==> src/design/brea_pkg.sv <==
// shared types, constants and stick decode for the button remapper
`timescale 1ns / 1ps

package brea_pkg;

  localparam int unsigned NumButtons = 16;
  localparam int unsigned MapWidth   = 64;

  typedef logic [NumButtons-1:0] btn_t;
  typedef logic [7:0]            cnt_t;
  typedef logic [3:0]            dir_t;

  // reset values of the registers
  localparam cnt_t FirstDelayRst = 8'd12;
  localparam cnt_t StartIvlRst   = 8'd6;
  localparam cnt_t MinIvlRst     = 8'd2;
  localparam logic [MapWidth-1:0] MapRst = 64'hFEDCBA9876543210;

  // stick thresholds, half of full scale
  localparam logic signed [15:0] StickHi = 16'sd16383;
  localparam logic signed [15:0] StickLo = -16'sd16384;

  // direction bits within a stick group
  localparam logic [1:0] DirUp    = 2'd0;
  localparam logic [1:0] DirDown  = 2'd1;
  localparam logic [1:0] DirLeft  = 2'd2;
  localparam logic [1:0] DirRight = 2'd3;

  // base of the right stick group
  localparam int unsigned RightBase = 4;

  typedef enum logic [2:0] {
    RegLeftEn    = 3'd0,
    RegRightEn   = 3'd1,
    RegMap       = 3'd2,
    RegFirstDly  = 3'd3,
    RegStartIvl  = 3'd4,
    RegMinIvl    = 3'd5
  } reg_idx_e;

  typedef struct packed {
    logic                left_en;
    logic                right_en;
    logic [MapWidth-1:0] map;
  } front_cfg_t;

  typedef struct packed {
    cnt_t first_delay;
    cnt_t start_ivl;
    cnt_t min_ivl;
  } back_cfg_t;

  typedef struct packed {
    btn_t held;
    btn_t pressed;
    btn_t released;
    btn_t fire;
  } result_t;

  // one-hot direction of a stick beyond half scale, zero when near center
  function automatic dir_t stick_dir(logic signed [15:0] x, logic signed [15:0] y);
    logic signed [16:0] xe;
    logic signed [16:0] ye;
    logic signed [16:0] nx;
    logic               active;
    logic               anti;
    dir_t               d;
    xe     = {x[15], x};
    ye     = {y[15], y};
    nx     = -xe;
    active = (x < StickLo) || (x >= StickHi) || (y < StickLo) || (y >= StickHi);
    anti   = (nx >= ye);
    d      = '0;
    if (active) begin
      if (xe >= ye) begin
        d[anti ? DirDown : DirRight] = 1'b1;
      end else begin
        d[anti ? DirLeft : DirUp] = 1'b1;
      end
    end
    return d;
  endfunction

endpackage

==> src/design/brea_front.sv <==
// front end: stick decode and button remap of one frame
`timescale 1ns / 1ps

module brea_front (
  input  brea_pkg::front_cfg_t cfg_i,
  input  brea_pkg::btn_t       raw_i,
  input  logic signed [15:0]   left_x_i,
  input  logic signed [15:0]   left_y_i,
  input  logic signed [15:0]   right_x_i,
  input  logic signed [15:0]   right_y_i,
  output brea_pkg::btn_t       held_o
);

  brea_pkg::btn_t raw_all;
  brea_pkg::dir_t left_dir;
  brea_pkg::dir_t right_dir;

  // stick directions folded into the raw bits
  always_comb begin
    left_dir  = cfg_i.left_en  ? brea_pkg::stick_dir(left_x_i, left_y_i)   : '0;
    right_dir = cfg_i.right_en ? brea_pkg::stick_dir(right_x_i, right_y_i) : '0;
    raw_all   = raw_i;
    raw_all[3:0] = raw_i[3:0] | left_dir;
    raw_all[brea_pkg::RightBase +: 4] = raw_i[brea_pkg::RightBase +: 4] | right_dir;
  end

  // each set physical button lights its target slot
  always_comb begin
    held_o = '0;
    for (int i = 0; i < brea_pkg::NumButtons; i++) begin
      if (raw_all[i]) begin
        held_o[cfg_i.map[4*i +: 4]] = 1'b1;
      end
    end
  end

endmodule

==> src/design/brea_queue.sv <==
// two-entry queue of remapped button sets between front and back
`timescale 1ns / 1ps

module brea_queue (
  input  logic           clk_i,
  input  logic           rst_ni,
  input  logic           push_i,
  input  brea_pkg::btn_t data_i,
  output logic           full_o,
  input  logic           pop_i,
  output brea_pkg::btn_t data_o,
  output logic           empty_o
);

  brea_pkg::btn_t mem_q [2];
  logic           wr_ptr_q, rd_ptr_q;
  logic [1:0]     cnt_q;
  logic           do_push, do_pop;

  assign full_o  = (cnt_q == 2'd2);
  assign empty_o = (cnt_q == 2'd0);
  assign data_o  = mem_q[rd_ptr_q];
  assign do_push = push_i && !full_o;
  assign do_pop  = pop_i && !empty_o;

  // pointers and fill count
  always_ff @(posedge clk_i or negedge rst_ni) begin
    if (!rst_ni) begin
      wr_ptr_q <= 1'b0;
      rd_ptr_q <= 1'b0;
      cnt_q    <= 2'd0;
    end else begin
      if (do_push) wr_ptr_q <= ~wr_ptr_q;
      if (do_pop)  rd_ptr_q <= ~rd_ptr_q;
      if (do_push && !do_pop)      cnt_q <= cnt_q + 2'd1;
      else if (do_pop && !do_push) cnt_q <= cnt_q - 2'd1;
    end
  end

  // storage
  always_ff @(posedge clk_i) begin
    if (do_push) mem_q[wr_ptr_q] <= data_i;
  end

endmodule

==> src/design/brea_back.sv <==
// back end: edges, typematic counters and the result queue
`timescale 1ns / 1ps

module brea_back (
  input  logic                  clk_i,
  input  logic                  rst_ni,
  input  brea_pkg::back_cfg_t   cfg_i,
  input  logic                  in_empty_i,
  input  brea_pkg::btn_t        in_held_i,
  output logic                  in_pop_o,
  input  logic                  pop_i,
  output logic                  empty_o,
  output brea_pkg::result_t     result_o
);

  brea_pkg::cnt_t    cnt_q [brea_pkg::NumButtons];
  brea_pkg::cnt_t    cnt_d [brea_pkg::NumButtons];
  brea_pkg::cnt_t    ivl_q [brea_pkg::NumButtons];
  brea_pkg::cnt_t    ivl_d [brea_pkg::NumButtons];
  brea_pkg::btn_t    prev_q;
  brea_pkg::btn_t    fire;
  brea_pkg::result_t res;

  brea_pkg::result_t ent_q [2];
  logic              wr_ptr_q, rd_ptr_q;
  logic [1:0]        ocnt_q;
  logic              out_pop, out_room, step;

  // result queue handshake
  assign empty_o  = (ocnt_q == 2'd0);
  assign result_o = ent_q[rd_ptr_q];
  assign out_pop  = pop_i && !empty_o;
  assign out_room = (ocnt_q != 2'd2) || out_pop;
  assign step     = !in_empty_i && out_room;
  assign in_pop_o = step;

  // per-button repeat lanes
  always_comb begin
    fire = '0;
    for (int i = 0; i < brea_pkg::NumButtons; i++) begin
      cnt_d[i] = cnt_q[i];
      ivl_d[i] = ivl_q[i];
      if (in_held_i[i]) begin
        fire[i]  = (cnt_q[i] == cfg_i.first_delay) || (cnt_q[i] == 8'd1);
        cnt_d[i] = cnt_q[i] - 8'd1;
        if (cnt_q[i] == 8'd1) begin
          cnt_d[i] = ivl_q[i];
          ivl_d[i] = (ivl_q[i] <= cfg_i.min_ivl) ? cfg_i.min_ivl : ivl_q[i] - 8'd1;
        end
      end else begin
        cnt_d[i] = cfg_i.first_delay;
        ivl_d[i] = cfg_i.start_ivl;
      end
    end
  end

  // result word
  always_comb begin
    res.held     = in_held_i;
    res.pressed  = in_held_i & ~prev_q;
    res.released = prev_q & ~in_held_i;
    res.fire     = fire;
  end

  // lane state and previous frame
  always_ff @(posedge clk_i or negedge rst_ni) begin
    if (!rst_ni) begin
      prev_q <= '0;
      for (int i = 0; i < brea_pkg::NumButtons; i++) begin
        cnt_q[i] <= brea_pkg::FirstDelayRst;
        ivl_q[i] <= brea_pkg::StartIvlRst;
      end
    end else if (step) begin
      prev_q <= in_held_i;
      for (int i = 0; i < brea_pkg::NumButtons; i++) begin
        cnt_q[i] <= cnt_d[i];
        ivl_q[i] <= ivl_d[i];
      end
    end
  end

  // result queue pointers
  always_ff @(posedge clk_i or negedge rst_ni) begin
    if (!rst_ni) begin
      wr_ptr_q <= 1'b0;
      rd_ptr_q <= 1'b0;
      ocnt_q   <= 2'd0;
    end else begin
      if (step)    wr_ptr_q <= ~wr_ptr_q;
      if (out_pop) rd_ptr_q <= ~rd_ptr_q;
      if (step && !out_pop)      ocnt_q <= ocnt_q + 2'd1;
      else if (out_pop && !step) ocnt_q <= ocnt_q - 2'd1;
    end
  end

  // result queue storage
  always_ff @(posedge clk_i) begin
    if (step) ent_q[wr_ptr_q] <= res;
  end

endmodule

==> src/design/button_remap_edge_autorepeat.sv <==
// top level: button remapper with edges and typematic repeat
//
//   channel   handshake          payload
//   input     push / full        raw_buttons_i, left_x_i, left_y_i, right_x_i, right_y_i
//   result    empty / pop        held_o, pressed_edge_o, released_edge_o, repeat_fire_o
//   config    cfg_we_i           cfg_idx_i, cfg_data_i
//
// one frame per cycle sustained while results are popped; the repeat lanes update all buttons at once
// a result shows on the result ports once its frame has passed the frame queue and the result queue
// two-entry queues sit between front and back and after the back end
// reset clears the queue counts and the previous frame at once; counters start at 12 and intervals at 6
// full rises only when both frame queue entries are taken while the result side stalls
`timescale 1ns / 1ps

module button_remap_edge_autorepeat (
  input  logic               clk_i,
  input  logic               rst_ni,
  input  logic               cfg_we_i,
  input  logic [2:0]         cfg_idx_i,
  input  logic [63:0]        cfg_data_i,
  input  logic               push,
  output logic               full,
  input  logic [15:0]        raw_buttons_i,
  input  logic signed [15:0] left_x_i,
  input  logic signed [15:0] left_y_i,
  input  logic signed [15:0] right_x_i,
  input  logic signed [15:0] right_y_i,
  output logic               empty,
  input  logic               pop,
  output logic [15:0]        held_o,
  output logic [15:0]        pressed_edge_o,
  output logic [15:0]        released_edge_o,
  output logic [15:0]        repeat_fire_o
);

  brea_pkg::front_cfg_t front_cfg_q;
  brea_pkg::back_cfg_t  back_cfg_q;
  brea_pkg::btn_t       front_held;
  brea_pkg::btn_t       mid_held;
  logic                 mid_empty, mid_pop;
  brea_pkg::result_t    result;

  // configuration registers
  always_ff @(posedge clk_i or negedge rst_ni) begin
    if (!rst_ni) begin
      front_cfg_q.left_en    <= 1'b0;
      front_cfg_q.right_en   <= 1'b0;
      front_cfg_q.map        <= brea_pkg::MapRst;
      back_cfg_q.first_delay <= brea_pkg::FirstDelayRst;
      back_cfg_q.start_ivl   <= brea_pkg::StartIvlRst;
      back_cfg_q.min_ivl     <= brea_pkg::MinIvlRst;
    end else if (cfg_we_i) begin
      unique case (cfg_idx_i)
        brea_pkg::RegLeftEn:   front_cfg_q.left_en    <= cfg_data_i[0];
        brea_pkg::RegRightEn:  front_cfg_q.right_en   <= cfg_data_i[0];
        brea_pkg::RegMap:      front_cfg_q.map        <= cfg_data_i;
        brea_pkg::RegFirstDly: back_cfg_q.first_delay <= cfg_data_i[7:0];
        brea_pkg::RegStartIvl: back_cfg_q.start_ivl   <= cfg_data_i[7:0];
        brea_pkg::RegMinIvl:   back_cfg_q.min_ivl     <= cfg_data_i[7:0];
        default: ;
      endcase
    end
  end

  // frame decode
  brea_front u_front (
    .cfg_i     (front_cfg_q),
    .raw_i     (raw_buttons_i),
    .left_x_i  (left_x_i),
    .left_y_i  (left_y_i),
    .right_x_i (right_x_i),
    .right_y_i (right_y_i),
    .held_o    (front_held)
  );

  // frame queue
  brea_queue u_queue (
    .clk_i   (clk_i),
    .rst_ni  (rst_ni),
    .push_i  (push),
    .data_i  (front_held),
    .full_o  (full),
    .pop_i   (mid_pop),
    .data_o  (mid_held),
    .empty_o (mid_empty)
  );

  // repeat engine and result queue
  brea_back u_back (
    .clk_i      (clk_i),
    .rst_ni     (rst_ni),
    .cfg_i      (back_cfg_q),
    .in_empty_i (mid_empty),
    .in_held_i  (mid_held),
    .in_pop_o   (mid_pop),
    .pop_i      (pop),
    .empty_o    (empty),
    .result_o   (result)
  );

  assign held_o          = result.held;
  assign pressed_edge_o  = result.pressed;
  assign released_edge_o = result.released;
  assign repeat_fire_o   = result.fire;

endmodule

==> config.mk <==
export PLATFORM = sky130hd
export DESIGN_NAME = button_remap_edge_autorepeat
export DESIGN_NICKNAME = d
export VERILOG_FILES = /design/src/design/brea_pkg.sv /design/src/design/brea_front.sv /design/src/design/brea_queue.sv /design/src/design/brea_back.sv /design/src/design/button_remap_edge_autorepeat.sv
export SDC_FILE = /design/constraint.sdc
export NUM_CORES = 2
export LEC_CHECK = 0
export BUFFER_PORTS_ARGS = -buffer_cell sky130_fd_sc_hd__buf_2
export CAP_MARGIN = 10
export CORE_ASPECT_RATIO = 0.7
export CORE_MARGIN = 5
export CORE_UTILIZATION = 57
export CTS_CLUSTER_DIAMETER = 120
export DETAILED_ROUTE_END_ITERATION = 7
export PLACE_DENSITY = 0.77
export SLEW_MARGIN = 20
export SYNTH_ARGS = -nofsm -noshare
export SYNTH_HDL_FRONTEND = slang
export SYNTH_SLANG_ARGS = --single-unit
export TNS_END_PERCENT = 20
==> constraint.sdc <==
create_clock -name clk_i -period 4.51 [get_ports clk_i]
set_input_delay 0.6765 -clock clk_i [delete_from_list [all_inputs] [get_ports clk_i]]
set_output_delay 0.6765 -clock clk_i [all_outputs]
set_load 0.005 [all_outputs]
* Yosys cells after proc, flatten, opt, wreduce, memory -nomap -nowiden *
Memory sizes are Yosys's and may differ from the RTL's.
Cells that the tools add are included.

operators by class
  add/subtract/negate cells = 38
  $lt $le $gt $ge = 68
  reductions and logical operators = 85
  equality and inequality tests = 55
  bitwise logic cells = 25
  mux-type cells = 170

operators with widths
  cell                                                           number
  2-to-1 mux 8 bit                                               80
  2-to-1 mux 16 bit                                              16
  subtractor 8 x 1 -> 8 bit (second input constant)              32
  bitwise OR 16 bit                                              15
  == test 8 x 1 -> 1 bit (second input constant)                 16
  == test 8 bit                                                  16
  less-or-equal comparator 8 bit                                 16
  less-than comparator 4 x 5 -> 1 bit (second input constant)    16
  demux 1 bit (select 4 bit)                                     16
  >= comparator 16 x 15 -> 1 bit (second input constant)         4
  >= comparator 4 x 1 -> 1 bit (second input constant)           16
  less-than comparator 16 x 15 -> 1 bit (second input constant)  4
  AND reduction 2 bit                                            22
  2-to-1 mux 1 bit                                               40
  >= comparator 17 x 16 -> 1 bit                                 2
  != test 2 bit (second input constant)                          17
  negator 16 -> 17 bit                                           2
  bitwise AND 16 bit                                             2
  >= comparator 16 bit                                           2
  inverter 16 bit                                                2
  logical AND 1 bit                                              28
  2-to-1 mux 4 bit                                               6
  logical OR 1 bit                                               23
  2-to-1 mux 2 bit                                               8
  15 further kinds                                               40

storage, ports and cells
  word-level logic and storage cells = 488
  output and inout port bits = 66
  memories kept = 2
  flip-flop bits (word level) = 370
  bits in writable memories = 160

memories
  memory         depth  width  read ports  clocked after memory_dff  wr ports  RTL line          source
  u_back.ent_q   2      64     1           0                         1         brea_back.sv:24   brea_pkg::result_t ent_q [2];
  u_queue.mem_q  2      16     1           0                         1         brea_queue.sv:15  brea_pkg::btn_t mem_q [2];

* Longest topological paths before layout *
  word-level depth = 42
  gate-level depth with buffers = 17
  depth with buffers taken out = 16

* By module *
Synthesis repeated with hierarchy kept, for this count alone.

unflattened totals
  cell total of the unflattened synthesis = 4,255
  area, all modules = 39,345.2 sq um

by module, submodules not included
  module                        seq. area each (sq um)  cells each  area an instance (sq um)  instances
  brea_back                     10,830.4                3,177       28,887.7                  1
  brea_front                    0.0                     815         5,375.2                   1
  button_remap_edge_autorepeat  2,298.5                 194         3,679.8                   1
  brea_queue                    1,061.0                 69          1,402.6                   1

* Worst setup path before layout *
Ideal clock, no wire load.

  kind = input port to flip-flop
  start point = input pop
  end point = memory u_back.ent_q[0][0] (netlist bit) (enable)
  required time = 4.023 ns
  path slack = -0.268 ns
  path buffers = 4
  arrival = 4.292 ns
  setup time = 0.487 ns
  stages on the path = 8
  cells stage by stage = nor2_1 > nand2_1 > o21ai_0 > buf_2 > clkbuf_1 > clkbuf_1 > buf_1 > nor2_1

between the ends
  cells in the longest elaborated chain, start to end = 5

ends and longest elaborated chain
  what                                    RTL line                            source
  start: declaration                      button_remap_edge_autorepeat.sv:29  input logic pop,
  logical AND 1 bit                       brea_back.sv:32                     assign out_pop = pop_i && !empty_o;
  logical OR 1 bit                        brea_back.sv:33                     assign out_room = (ocnt_q != 2'd2) || out_pop;
  logical AND 1 bit                       brea_back.sv:34                     assign step = !in_empty_i && out_room;
  2-to-1 mux 1 bit                        brea_back.sv:98                     if (step) ent_q[wr_ptr_q] <= res;
  2-to-1 mux 1 bit (implied by the code)  brea_back.sv:98
  end: declaration                        brea_back.sv:24

No other way between the ends.

* Worst setup path after layout *
  start point = input right_x_i[4]
  end point = memory u_queue.mem_q[1][11] (netlist bit) (data pin)

between the ends
  cells in the longest elaborated chain, start to end = 34
  elaborated cells on any way between the ends = 47

ends and longest elaborated chain
  what                                                                               RTL line                            source
  start: declaration                                                                 button_remap_edge_autorepeat.sv:26  input logic signed [15:0] right_x_i,
  negator 16 -> 17 bit                                                               brea_pkg.sv:70                      nx = -xe;
  >= comparator 17 x 16 -> 1 bit                                                     brea_pkg.sv:72                      anti = (nx >= ye);
  2-to-1 mux 2 bit, on equally long branches                                         brea_pkg.sv:78, brea_pkg.sv:76
  less-than comparator 2 x 3 -> 1 bit (implied by the code) (tied with other cells)  brea_pkg.sv:78                      d[anti ? DirLeft : DirUp] = 1'b1;
  logical AND 1 bit, on equally long branches                                        brea_pkg.sv:78, brea_pkg.sv:76
  2-to-1 mux 1 bit, on equally long branches                                         brea_pkg.sv:78, brea_pkg.sv:76
  demux 1 bit (select 2 bit)                                                         --
  2-to-1 mux 4 bit                                                                   brea_pkg.sv:75                      if (xe >= ye) begin
  [19 not listed]                                                                    --
  2-to-1 mux 16 bit (*)                                                              brea_front.sv:31                    if (raw_all[i]) begin
  bitwise OR 16 bit (no line)                                                        --
  2-to-1 mux 16 bit (*)                                                              brea_front.sv:31
  bitwise OR 16 bit (no line)                                                        --
  2-to-1 mux 16 bit (*)                                                              brea_front.sv:31
  bitwise OR 16 bit (no line)                                                        --
  2-to-1 mux 16 bit (*)                                                              brea_front.sv:31
  named net front_held[11]                                                           button_remap_edge_autorepeat.sv:38  brea_pkg::btn_t front_held;
  end: declaration                                                                   brea_queue.sv:15

The timed path passes the listed nets; every way through them passes the cells marked *.

==> qor.yml <==
run_status:
  status: "finished clean"
yosys:
  async_flop_share_pct: 69.81
  syn_nets: 4707
  seq_area_frac_synth_pct: 36.95
  synth_edf_count: 160
  synth_common_cells: "nand2_1 (460), nor2_1 (335), dfrtp_1 (269), o21ai_0 (255), ha_1 (246)"
  syn_inst: 4309
  synth_top_area_share_pct: 17.53
  synth_ff_type: "dfrtp_1"
  ys_ff_latch: 530
  syn_area_mm2: 0.03840
  yosysMostFrequentCell: "nand2_1"
  ys_types: 89
  yosysTopAreaCell: "dfrtp_1"
  avgSynthCellArea_um2: 8.913
  synthTopCellsByArea: "dfrtp_1 (18%), edfxtp_1 (13%), ha_1 (8.0%)"
  ys.warnings.count: 0
critical_path:
  critPathRequiredTime_ns: 4.85
  crit_start: "right_x_i[4]"
  cp_cell_sequence: "buf_2 > or4_1 > nor2_1 > nand2_1 > or4_1 > buf_4 > xor2_1 > ha_1 > nand4_1 > buf_4 > nor3_1 > o21ai_0 > o2111a_2 > a31oi_4 > nor2_1 > a221oi_1 > nand3_1"
  cp-end-kind: "flip-flop"
  slowest_stage: "or4_1"
  start_kind: "input port"
  critPathMaxFanout: 3
  reg2reg_from: "back_cfg_q[1]$_DFFE_PN1P_"
  arrival_ns: 4.56
  worst-path-buf-inv: 3
  cpPeakStageDelay_ns: 0.55
  worst-setup-path-type: "in2reg"
  critPathTopFamily: "simple AND/OR/NAND/NOR gates"
pwr:
  p_sw_uw: 15590
  p_clk_share_pct: 14.2
  p_comb_share_pct: 53.1
  cell_internal_pwr_uw: 17720
  seqPwrFrac_pct: 32.7
  p_per_area_mw_per_mm2: 783.0
  finalPower_uw: 33320
  netSwitchingFraction_pct: 46.80
  irDropWorstVdd_mv: 0.4371
  p_leak_uw: 0.01710
timing:
  skew_ns: 0.01775
  worstMarginPinSlew_ns: 1.197
  fin_crit_sh_pct: 93.66
  maxSlewHeadroom_pct: 20.23
  maxSlewViolCount: 0
  setup_violations: 0
  period_needed_ns: 4.224
  finalHoldViolCount: 0
  grt_setup_unrepaired: "no"
  max_freq_ghz: 0.2367
  setup_slack_ns: 0.2858
grt:
  antenna_found_initial: 2
  grt_max_degree: 115
  gr-total-overflow: 0
  grt_first_pass_wirelength_um: 193200
  grt_pass1_vias: 32739
  grt_use_total_pct: 33.26
run:
  drv_cap: 0
cts:
  hold_buffers: 0
  cts_resized: 0
  clkTransAtPathRegs_ns: 0.06
  clk_latency_ns: 0.63
  post_cts_buffers: 0
  cts.sinks: 530
  numCtsBuffers: 53
  cts_root_buf: "clkbuf_16"
  cts_max_level: 2
  cts_tree: "built"
  clockBufferDepth: 3
route:
  ant_nets: 0
  wl_um: 125100
  via_count: 35067
  vias_per_cell: 6.525
  first_pass_iters: 6
  drt_first_iter_violations: 4283
  wl_per_cell_um: 23.28
  drc: 0
final_layout:
  fin_area_mm2: 0.04255
  utilization_pct: 63.86
  final_layout_size_suffix_gt1_share_pct: 16.91
  final_cells: 5374
  syn2layout_area_growth_pct: 10.79
  nets: 4835
  nFillCells: 5593
placement:
  placed_cells: 5273
  place.port_buffers: 217
  place_hpwl_um: 87930
  place_area_mm2: 0.04070
  gp_congestion: 1.030
  pre_cts_slack_ns: -0.3175
floorplan:
  dieArea_mm2: 0.07275
  die_h_um: 227.2
  core.rowCount: 79
  ioPinCount: 218
  start_util_pct: 57.65
  core-area_mm2: 0.06662
  dieWidth_um: 320.2
min_path:
  hold_class: "in2async"
==> registers in the layout, indices dropped and copies added, names as in the netlist, 2 cells and up <==
register,count
back_cfg_q,24
front_cfg_q,66
u_back.cnt_q,128
u_back.ent_q,128
u_back.ivl_q,128
u_back.ocnt_q,2
u_back.prev_q,16
u_queue.cnt_q,2
u_queue.mem_q,32
==> power by group through the flow <==
stage / combinational [uW] / sequential [uW] / clock (uW)
finish: 17700 / 10900 / 4740
global route: 19500 / 11100 / 4980
CTS: 17400 / 10800 / 4790
detailed placement: 17200 / 10800 / 0
global placement: 16700 / 10700 / 0
floorplan: 13200 / 9390 / 0
==> metal layers <==
metal	routed length, um	up-vias	track usage, %	share of wire [%]
li1	-	16054	-	-
met1	56180	16903	50.42	45
met2	51630	1840	47.90	41
met3	13830	268	7.874	11
met4	3440	2	8.816	2.7
met5	11	-	0	0.0088
==> logic make-up after synthesis <==
kind of cell / count (synthesis) / synth area share [%]
simple gates: 1490 / 18.96
compound gates: 1125 / 18.86
flops: 530 / 36.95
buf+inv: 385 / 3.900
xor+xnor: 340 / 7.754
fa+ha+maj: 246 / 8.015
mux: 193 / 5.561
==> cell usage in the layout (no fill, tap or decap), types with 106 or more instances in the layout <==
| cell type | count |
|---|---|
| a21oi_1 | 227 |
| nand2_1 | 460 |
| a211oi_1 | 132 |
| xnor2_1 | 108 |
| mux2_2 | 163 |
| buf_2 | 216 |
| xor2_1 | 232 |
| ha_1 | 246 |
| o21ai_0 | 254 |
| edfxtp_1 | 160 |
| nor2_1 | 333 |
| nor3_1 | 162 |
| dfrtp_1 | 262 |
| a31oi_1 | 106 |
| inv_1 | 130 |
==> area by class of cell <==
cell class,instances,area [um2],share of cell area [%]
antenna,1,2.502,0.005881
clock buffer,64,1420,3.338
clock inverter,36,402.9,0.9469
inverter,136,510.5,1.200
multi-input combinational,3394,22890,53.79
sequential,530,14200,33.38
tap,891,1115,2.620
timing repair buffer,322,2009,4.723
==> path summary, 6_finish.rpt <==
| check | endpoint | slack, ns | cells after the start |
|---|---|---|---|
| max reg2reg | u_back.ivl_q[93]$_DFFE_PN0P_ | 0.81 | 11 |
| min reg2reg | u_queue.wr_ptr_q$_DFFE_PN0P_ | 0.50 | 1 |
| min in group clk_i | front_cfg_q[43]$_DFFE_PN1P_ | 0.28 | 2 |
| max | u_queue.mem_q[1][11]$_DFFE_PP_ | 0.29 | 17 |
| min | front_cfg_q[38]$_DFFE_PN0P_ | 0.0004 | 1 |
| max in group asynchronous | u_back.cnt_q[75]$_DFFE_PN1P_ | 3.41 | 2 |
==> per-stage QoR <==
step / setup TNS, ns / hold slack (ns)
final: 0 / 0.0004328
after global routing: 0 / 0.05593
after floorplan: 0 / 0.3809
after CTS: 0 / 0.03986
after detailed placement: -7.481 / 0.4856
after global placement: -5.318 / 0.4792
Power figures use the tool's default switching activity.
